## src/rtl/core/rsqe_pkg.sv

```systemverilog
// Shared types, constants and CORDIC/corner helper functions of the rotated sprite quad expander.
// Used by every module of the block; depends on nothing.
package rsqe_pkg;

  localparam int QDEPTH    = 4;
  localparam int QAW       = $clog2(QDEPTH);
  localparam int ODEPTH    = 8;
  localparam int OAW       = $clog2(ODEPTH);
  localparam int CORDIC_N  = 16;
  localparam int LAST_VTX  = 5;

  localparam logic signed [32:0] CORDIC_X0 = 33'sd652032874;
  localparam logic signed [25:0] TRIG_ONE  = 26'sd16777216;

  typedef struct packed {
    logic signed [31:0] display_x;
    logic signed [31:0] display_y;
    logic signed [31:0] width;
    logic signed [31:0] height;
    logic signed [15:0] origin_x;
    logic signed [15:0] origin_y;
    logic [15:0]        tex_u0;
    logic [15:0]        tex_v0;
    logic [15:0]        tex_u1;
    logic [15:0]        tex_v1;
    logic               last_sprite;
  } sprite_t;

  typedef struct packed {
    logic signed [25:0] cs;
    logic signed [25:0] sn;
  } trig_t;

  typedef struct packed {
    logic signed [31:0] pos_x;
    logic signed [31:0] pos_y;
    logic [15:0]        tex_u;
    logic [15:0]        tex_v;
    logic [2:0]         vertex_index;
    logic               last_of_sprite;
    logic               last_of_list;
    logic               saturated;
  } vert_t;

  // Arctangent of 2^-i, one turn = 2^24.
  function automatic logic signed [24:0] atan_val(input int i);
    logic signed [24:0] r;
    case (i)
      0:       r = 25'sd2097152;
      1:       r = 25'sd1238021;
      2:       r = 25'sd654136;
      3:       r = 25'sd332050;
      4:       r = 25'sd166669;
      5:       r = 25'sd83416;
      6:       r = 25'sd41718;
      7:       r = 25'sd20860;
      8:       r = 25'sd10430;
      9:       r = 25'sd5215;
      10:      r = 25'sd2608;
      11:      r = 25'sd1304;
      12:      r = 25'sd652;
      13:      r = 25'sd326;
      14:      r = 25'sd163;
      default: r = 25'sd81;
    endcase
    return r;
  endfunction

  // Corner order BL, BR, TR, TR, TL, BL.
  function automatic logic corner_qx(input logic [2:0] k);
    return (k == 3'd1) || (k == 3'd2) || (k == 3'd3);
  endfunction

  function automatic logic corner_qy(input logic [2:0] k);
    return (k == 3'd2) || (k == 3'd3) || (k == 3'd4);
  endfunction

endpackage

```

## src/rtl/core/rsqe_cordic.sv

```systemverilog
// Pipelined sine/cosine unit: one CORDIC iteration per stage plus a quadrant fold.
// Depends on rsqe_pkg.
module rsqe_cordic
  import rsqe_pkg::*;
(
  input  logic        clk,
  input  logic        rst_n,
  input  logic        in_valid,
  input  logic [15:0] angle,
  output logic        out_valid,
  output trig_t       out_trig
);

  logic               vld_r  [0:CORDIC_N];
  logic signed [32:0] x_r    [0:CORDIC_N];
  logic signed [32:0] y_r    [0:CORDIC_N];
  logic signed [24:0] z_r    [0:CORDIC_N];
  logic [1:0]         quad_r [0:CORDIC_N];
  logic               zero_r [0:CORDIC_N];
  logic               ov_r;
  trig_t              trig_r;

  logic signed [26:0] xr, yr;
  logic signed [25:0] c, s;
  trig_t              trig_nxt;

  always_ff @(posedge clk) begin
    if (!rst_n) begin
      for (int i = 0; i <= CORDIC_N; i++) vld_r[i] <= 1'b0;
      ov_r <= 1'b0;
    end else begin
      vld_r[0] <= in_valid;
      for (int i = 0; i < CORDIC_N; i++) vld_r[i+1] <= vld_r[i];
      ov_r <= vld_r[CORDIC_N];
    end
    x_r[0]    <= CORDIC_X0;
    y_r[0]    <= '0;
    z_r[0]    <= $signed({3'b000, angle[13:0], 8'h00});
    quad_r[0] <= angle[15:14];
    zero_r[0] <= (angle[13:0] == 14'd0);
    for (int i = 0; i < CORDIC_N; i++) begin
      if (!z_r[i][24]) begin
        x_r[i+1] <= x_r[i] - (y_r[i] >>> i);
        y_r[i+1] <= y_r[i] + (x_r[i] >>> i);
        z_r[i+1] <= z_r[i] - atan_val(i);
      end else begin
        x_r[i+1] <= x_r[i] + (y_r[i] >>> i);
        y_r[i+1] <= y_r[i] - (x_r[i] >>> i);
        z_r[i+1] <= z_r[i] + atan_val(i);
      end
      quad_r[i+1] <= quad_r[i];
      zero_r[i+1] <= zero_r[i];
    end
    trig_r <= trig_nxt;
  end

  always_comb begin
    xr = 27'((x_r[CORDIC_N] + 33'sd32) >>> 6);
    yr = 27'((y_r[CORDIC_N] + 33'sd32) >>> 6);
    if (xr > 27'(TRIG_ONE))       c = TRIG_ONE;
    else if (xr < -27'(TRIG_ONE)) c = -TRIG_ONE;
    else                          c = 26'(xr);
    if (yr > 27'(TRIG_ONE))       s = TRIG_ONE;
    else if (yr < -27'(TRIG_ONE)) s = -TRIG_ONE;
    else                          s = 26'(yr);
    if (zero_r[CORDIC_N]) begin
      c = TRIG_ONE;
      s = '0;
    end
    case (quad_r[CORDIC_N])
      2'd0:    begin trig_nxt.cs = c;  trig_nxt.sn = s;  end
      2'd1:    begin trig_nxt.cs = -s; trig_nxt.sn = c;  end
      2'd2:    begin trig_nxt.cs = -c; trig_nxt.sn = -s; end
      default: begin trig_nxt.cs = s;  trig_nxt.sn = -c; end
    endcase
  end

  assign out_valid = ov_r;
  assign out_trig  = trig_r;

endmodule

```

## src/rtl/core/rsqe_front.sv

```systemverilog
// Front end: takes sprite words, starts their sine/cosine and parks them in a short queue.
// Depends on rsqe_pkg and rsqe_cordic.
module rsqe_front
  import rsqe_pkg::*;
(
  input  logic    clk,
  input  logic    rst_n,
  input  logic    push,
  output logic    full,
  input  sprite_t sprite,
  input  logic [15:0] angle,
  output logic    q_valid,
  input  logic    q_pop,
  output sprite_t q_sprite,
  output trig_t   q_trig
);

  sprite_t          pay_mem  [0:QDEPTH-1];
  trig_t            trig_mem [0:QDEPTH-1];
  logic [QAW:0]     used_r, ready_r;
  logic [QAW-1:0]   wp_r, tw_r, rp_r;
  logic             acc, t_valid;
  trig_t            t_trig;

  // A slot is reserved at intake, so the trig pipeline never needs to stall.
  assign full = (used_r == (QAW+1)'(QDEPTH));
  assign acc  = push && !full;

  rsqe_cordic u_cordic (
    .clk       (clk),
    .rst_n     (rst_n),
    .in_valid  (acc),
    .angle     (angle),
    .out_valid (t_valid),
    .out_trig  (t_trig)
  );

  always_ff @(posedge clk) begin
    if (!rst_n) begin
      used_r  <= '0;
      ready_r <= '0;
      wp_r    <= '0;
      tw_r    <= '0;
      rp_r    <= '0;
    end else begin
      used_r  <= used_r + (QAW+1)'(acc) - (QAW+1)'(q_pop);
      ready_r <= ready_r + (QAW+1)'(t_valid) - (QAW+1)'(q_pop);
      if (acc)     wp_r <= wp_r + 1'b1;
      if (t_valid) tw_r <= tw_r + 1'b1;
      if (q_pop)   rp_r <= rp_r + 1'b1;
    end
    if (acc)     pay_mem[wp_r]  <= sprite;
    if (t_valid) trig_mem[tw_r] <= t_trig;
  end

  assign q_valid  = (ready_r != '0);
  assign q_sprite = pay_mem[rp_r];
  assign q_trig   = trig_mem[rp_r];

endmodule

```

## config.mk

```make
export PLATFORM = sky130hd
export DESIGN_NAME = rsqe_front
export DESIGN_NICKNAME = d
export VERILOG_FILES = /design/src/rtl/core/rsqe_pkg.sv /design/src/rtl/core/rsqe_cordic.sv /design/src/rtl/core/rsqe_front.sv
export SDC_FILE = /design/constraint.sdc
export NUM_CORES = 2
export LEC_CHECK = 0
export BUFFER_PORTS_ARGS = -buffer_cell sky130_fd_sc_hd__buf_4
export CORE_UTILIZATION = 25
export CTS_BUF_LIST = sky130_fd_sc_hd__clkbuf_4 sky130_fd_sc_hd__clkbuf_8
export CTS_CLUSTER_DIAMETER = 60
export DETAILED_ROUTE_END_ITERATION = 6
export MAX_ROUTING_LAYER = met4
export PLACE_DENSITY_LB_ADDON = 0.15
export SKIP_LAST_GASP = 1
export SYNTH_ARGS = -nofsm -noshare
export SYNTH_HDL_FRONTEND = slang
export SYNTH_SLANG_ARGS = --single-unit
```

## constraint.sdc

```tcl
create_clock -name clk -period 16.9 [get_ports clk]
set_clock_uncertainty 0.05 [all_clocks]
set_input_delay 2.535 -clock clk [delete_from_list [all_inputs] [get_ports clk]]
set_output_delay 2.535 -clock clk [all_outputs]
set_load 0.01 [all_outputs]
```

# --- After elaboration in Yosys (flattened, before gate mapping) ---
# Memory sizes are Yosys's and may differ from the RTL's. A register that Yosys moved wholly into a read port is not among the register bits.
# Index checks and enable logic that the tools add are counted.
op_classes:
  add_sub_neg: 106
  order_cmp: 4
  n_eq_ne: 3
  mux: 146
  bitwise_logic: 65
  n_reduce_logical: 6
op_table:
  columns: ["operator", "count"]
  rows:
  - ["25-bit two-way mux", 48]
  - ["33-bit two-way mux", 32]
  - ["25-bit adder", 16]
  - ["25-bit subtractor", 16]
  - ["26-bit two-way mux", 6]
  - ["52-bit case mux with 3 select lines", 1]
  - ["33-bit by 18-bit adder with 33-bit output", 2]
  - ["33-bit by 19-bit adder with 33-bit output", 2]
  - ["33-bit by 20-bit adder with 33-bit output", 2]
  - ["33-bit by 21-bit adder with 33-bit output", 2]
  - ["33-bit by 22-bit adder with 33-bit output", 2]
  - ["33-bit by 23-bit adder with 33-bit output", 2]
  - ["33-bit by 24-bit adder with 33-bit output", 2]
  - ["33-bit by 25-bit adder with 33-bit output", 2]
  - ["33-bit by 26-bit adder with 33-bit output", 2]
  - ["33-bit by 27-bit adder with 33-bit output", 2]
  - ["33-bit by 28-bit adder with 33-bit output", 2]
  - ["33-bit by 29-bit adder with 33-bit output", 2]
  - ["33-bit by 30-bit adder with 33-bit output", 2]
  - ["33-bit by 31-bit adder with 33-bit output", 2]
  - ["33-bit by 32-bit adder with 33-bit output", 2]
  - ["33-bit by 7-bit adder with 33-bit output, second input constant", 2]
  - ["33-bit by 18-bit subtractor with 33-bit output", 2]
  - ["33-bit by 19-bit subtractor with 33-bit output", 2]
  - ["32 further kinds", 175]
totals:
  ff_bits: 64
  mem_bits_rw: 2723
  inputBits: 245
  n_memories: 8
memory_table:
  columns: ["name", "depth", "width", "read_ports", "rd_ports_with_merged_regs", "write_ports", "line", "text"]
  rows:
  - ["pay_mem", 4, 225, 1, 1, 1, "rsqe_front.sv:18", "sprite_t pay_mem [0:QDEPTH-1];"]
  - ["u_cordic.x_r", 17, 33, 17, 0, 17, "rsqe_cordic.sv:15", "logic signed [32:0] x_r [0:CORDIC_N];"]
  - ["u_cordic.y_r", 17, 33, 17, 0, 17, "rsqe_cordic.sv:16", "logic signed [32:0] y_r [0:CORDIC_N];"]
  - ["u_cordic.z_r", 17, 25, 16, 0, 17, "rsqe_cordic.sv:17", "logic signed [24:0] z_r [0:CORDIC_N];"]
  - ["trig_mem", 4, 52, 1, 1, 1, "rsqe_front.sv:19", "trig_t trig_mem [0:QDEPTH-1];"]
  - ["u_cordic.quad_r", 17, 2, 17, 0, 17, "rsqe_cordic.sv:18", "logic [1:0] quad_r [0:CORDIC_N];"]
  - ["2 more memories", null, null, null, null, null, null, null]

# --- Depth between registers and ports, before layout ---
logic_depth:
  ltp_word: 7
  ltp_mapped: 22
  depth_no_buf: 21

# --- Modules after synthesis ---
# Synthesis repeated with hierarchy kept, for this count alone.
hier_totals:
  cells_unflattened: 12958
  hier_area_um2: 137909.8
by_module_without_submodules:
  columns: ["mod", "n_inst", "cells_per_inst", "area_each_um2", "seq_area_each_um2"]
  rows:
  - ["rsqe_cordic", 1, 11433, 96862.9, 27406.3]
  - ["rsqe_front", 1, 1525, 41046.9, 33552.2]

# --- Least setup slack after synthesis ---
# Ideal clock, no wire load.
synth_path:
  path_type: "in2reg"
  startpoint: "input push"
  endpoint: "memory pay_mem[0][0] (netlist bit), enable pin"
  setup_time_ps: 614
  t_arrival_ps: 8044
  required_time_ps: 16236
  path_slack_ps: 8192
  stages: 3
  n_path_buf: 1
  path_cell_list: "nor2b_1 clkbuf_1 and2_1"
synth_via:
  elab_chain_cells: 3
synth_rtl:
  columns: ["element", "line", "text"]
  rows:
  - ["start, declared", "rsqe_front.sv:8", "input logic push,"]
  - ["1-bit logical AND", "rsqe_front.sv:27", "assign acc = push && !full;"]
  - ["1-bit two-way mux", "rsqe_front.sv:52", "if (acc) pay_mem[wp_r] <= sprite;"]
  - ["1-bit two-way mux (not written as such)", "rsqe_front.sv:52", null]
  - ["end, declared", "rsqe_front.sv:18", null]
# Every way passes these cells.

==> run summary <==
The logs give 0 for the hold violation count in the final report and 465 for the number of CTS-inserted buffers. After clock tree synthesis, the flow added hold-fix buffers numbering 0. STA classifies the critical path startpoint as a register. Each instance of the synthesized netlist takes up on average 10.5 sq um.

The logs give 0 for the total count of max-transition violations in the final report and 6147 for the number of violations reported at the end of detailed-routing iteration 0. The fraction of the core area covered by cells at the end of the flow came out at 0.293. By count the netlist is led by sky130_fd_sc_hd__dfxtp_1 (1383), sky130_fd_sc_hd__nor2_1 (1211), sky130_fd_sc_hd__ha_1 (1191), sky130_fd_sc_hd__a21oi_1 (1113), sky130_fd_sc_hd__edfxtp_1 (1108). After detailed routing, the number of remaining DRC violations is 0. The clock drives 2491 sinks. The initialized floorplan defines 272 standard-cell rows. Setup repair after global routing left no endpoint under its margin. Along the worst hold path, the cell count comes to 0.

Relative max-transition margin: 0.188. The maximum fanout along the worst path works out to 103. In the post-synthesis netlist, the biggest area contributors are sky130_fd_sc_hd__edfxtp_1 (24%), sky130_fd_sc_hd__dfxtp_1 (20%), sky130_fd_sc_hd__ha_1 (11%), sky130_fd_sc_hd__xnor2_1 (6.6%), sky130_fd_sc_hd__mux4_2 (4.7%). The routed layout has 101000 vias. The worst setup path is captured at an output pin. For the initial antenna violation count, the log shows 26. The total routing usage reported by global routing was 0.143.

After clock tree synthesis, the clock-pin slew on the worst setup and hold paths is 0.06 ns. The endpoint of the lowest-slack register-to-register path is u_cordic.x_r[7][31]. The first global-routing pass estimated 615000 microns of wire. The final cycle utilization of the critical path works out to 0.438. Wires add up to 401000 microns. The run finished with clean final reports. The total iterations of the first detailed-routing run is 5, and the setup violation total in the final timing report is 0.

Number of buffers added on ports: 523. For hold timing, the worst endpoint is u_cordic.zero_r[0][13]. The later-pin clock latency in the skew report is 1.15 ns.

The critical path goes through buf_12 > buf_4 > buf_4 > mux4_2 > buf_4. The area share of the largest cell type after synthesis was 0.240; the maximum frequency from static timing analysis was 135 MHz. Among all flip-flop cells after synthesis, the most frequent one is sky130_fd_sc_hd__dfxtp_1. The worst hold path begins at u_cordic.zero_r[0][12]. The logs give 0.252 for the starting density of the core and 556000 sq um for the floorplan die area. The total overflow left after global routing is 0. The actual transition at the worst max-transition pin came out at 1.21 ns.

The worst path buffer plus inverter count works out to 4. The net count of the finished layout is 15400. X dimension of the die: 746 microns. Detailed placement ended at an HPWL of 305000 microns. Counting stages on the worst path, the most repeated cell is sky130_fd_sc_hd__buf_4. The region available for standard cell placement spans 550000 sq um. The growth of design area from synthesis to finish is 16.4%. Yosys instantiated no cell more often than sky130_fd_sc_hd__dfxtp_1. The H-tree depth was 5; the placer's final routability congestion estimate was 0.835. In this run the critical register-to-register path is launched from u_cordic.y_r[6][6].

The largest single stage delay on the critical path is 0.76 ns. The number of nets with antenna violations after routing is 0, and the chip height is 746 microns. The minimum clock period was 7.40 ns. The worst hold path belongs to the class reg2reg. Across the run, the number of max-cap violations was 0.

The detailed-route vias per instance works out to 4.65. Entering global routing, the biggest net connects 104 pins. The sequential fraction of the synthesis area was 0.441. Via count of the first global-routing pass: 99900. In this run, synthesis produced a sequential element count of 2491.

The Yosys step of the flow raised 0 warnings. The async set or reset register ratio after synthesis is 0, and the length in cells of the worst reg-to-reg path is 19. In this run the deepest clock path goes through 4 buffers. Setup slack on the worst reg-to-reg path comes out at 11.05 ns. The average wire per standard cell is 18.5 microns, and the data arrival time of the critical path is 4.81 ns. Proportion of layout cells with a drive suffix above 1: 0.131. The run gives 14.32 ns as the required time reported for the critical path endpoint.

After routing, the total negative slack on setup checks comes to 0 ns. Once the clock tree was built, the setup fixing pass inserted 0 buffers. TritonCTS built the clock tree. The slowest stage of the critical path is the sky130_fd_sc_hd__dfxtp_4 cell. Largest area contributor in the netlist: sky130_fd_sc_hd__edfxtp_1. 524 I/O pins were placed.

After synthesis the cells add up to 138000 sq um. Grouping stages by cell kind, the critical path spends the most delay in buffers and inverters. The logs give 13100 for the count of mapped cells out of synthesis and 0 for the number of gates resized after CTS. The root buffer selected by CTS is sky130_fd_sc_hd__clkbuf_8. Type of the worst setup path: reg2out. After synthesis, the netlist uses 93 different library cells. Number of enable-type register cells in the synthesized netlist: 1108.
## area by class of cell
class | instances | area [sq um]
Tap cell | 7261 | 9080
Timing Repair Buffer | 605 | 4570
Sequential cell | 2491 | 61000
Multi-Input combinational cell | 9880 | 74500
Inverter | 491 | 1840
Clock inverter | 211 | 1840
Fill cell | 57500 | 389000
Clock buffer | 652 | 8200
Antenna cell | 23 | 57.6
## metrics by stage
| stage | setup WS, ns | hold slack (ns) | cells | area, sq um |
|---|---|---|---|---|
| 2_1_floorplan | 8.19 | 0.260 | 13100 | 138000 |
| 3_3_place_gp | 10.01 | 0.261 | 20700 | 151000 |
| 3_5_place_dp | 9.89 | 0.262 | 20700 | 151000 |
| 4_1_cts | 9.21 | 0.259 | 21600 | 161000 |
| 5_1_grt | 9.19 | 0.272 | 21600 | 161000 |
| 6_report | 9.50 | 0.255 | 21600 | 161000 |
## metal layers
layer	vias up	track usage	share of wire
li1	50100	-	-
met1	48100	0.198	0.50
met2	1913	0.221	0.44
met3	469	0.0237	0.046
met4	0	0.0270	0.018
met5	-	-	0
## registers in the layout, summed over array words and instances, names as in the netlist, 2 cells and up, named ones only
register and flops:
rp_r 2, u_cordic.quad_r 34, u_cordic.z_r 334, pay_mem 900
tw_r 2, u_cordic.zero_r 17, trig_mem 208, u_cordic.y_r 458
u_cordic.x_r 456, ready_r 3, u_cordic.vld_r 17, wp_r 2
used_r 3, u_cordic.out_trig 52
## worst register-to-register path, stage by stage (launching register included)
cell,delay [ns]
sky130_fd_sc_hd__dfxtp_1,0.35
sky130_fd_sc_hd__inv_1,0.07
sky130_fd_sc_hd__ha_1,0.16
sky130_fd_sc_hd__nor3b_1,0.59
sky130_fd_sc_hd__nor4b_1,0.71
sky130_fd_sc_hd__nand2_1,0.21
sky130_fd_sc_hd__nor4_1,0.50
sky130_fd_sc_hd__nor2_1,0.11
sky130_fd_sc_hd__xnor2_1,0.16
sky130_fd_sc_hd__ha_1,0.36
sky130_fd_sc_hd__and4_1,0.29
sky130_fd_sc_hd__o211ai_1,0.13
sky130_fd_sc_hd__a2111oi_0,0.51
sky130_fd_sc_hd__buf_4,0.22
sky130_fd_sc_hd__nor2_1,0.05
sky130_fd_sc_hd__a2111oi_0,0.66
sky130_fd_sc_hd__or3_1,0.26
sky130_fd_sc_hd__a31o_2,0.15
sky130_fd_sc_hd__a21oi_1,0.07
sky130_fd_sc_hd__xnor2_1,0.12
## cells by family (layout without fill, tap and decap cells)
family,count (synthesis),in the layout,synth area share
AOI/OAI and AO/OA,3147,3147,0.145
xor gates and xnor gates,1600,1600,0.101
adders and majority gates,1229,1229,0.113
buffers and inverters,774,1959,0.0214
DFF,2491,2491,0.441
muxes,403,403,0.0556
other,1,25,0.0000271
and+or+nand+nor,3499,3499,0.123
## how the worst max path moves through the flow
stage                  start         endpoint  slack, ns  cells past startpoint
detailed placement      push   pay_mem[2][58]       9.89                      6
CTS                 register     q_sprite[19]       9.21                      5
global placement        push  pay_mem[2][209]      10.01                      6
floorplan               push    pay_mem[0][0]       8.19                      3
global route        register     q_sprite[19]       9.19                      5
finish              register    q_sprite[204]       9.50                      5
## cells in the final DEF (no fill, tap or decap), types with 529 or more instances in the layout
master | Yosys | routed
sky130_fd_sc_hd__dfxtp_1 | 1383 | 1365
sky130_fd_sc_hd__nor2_1 | 1211 | 1210
sky130_fd_sc_hd__ha_1 | 1191 | 1191
sky130_fd_sc_hd__a21oi_1 | 1113 | 1113
sky130_fd_sc_hd__edfxtp_1 | 1108 | 1108
sky130_fd_sc_hd__xnor2_1 | 1050 | 1050
sky130_fd_sc_hd__buf_4 | 4 | 603
sky130_fd_sc_hd__xor2_1 | 550 | 550
sky130_fd_sc_hd__nand2_1 | 541 | 541
sky130_fd_sc_hd__clkbuf_8 | 0 | 529
Power is left out: the tool's default activity adds up to more than one toggle a clock period on the data nets, which glitch-free logic cannot reach.
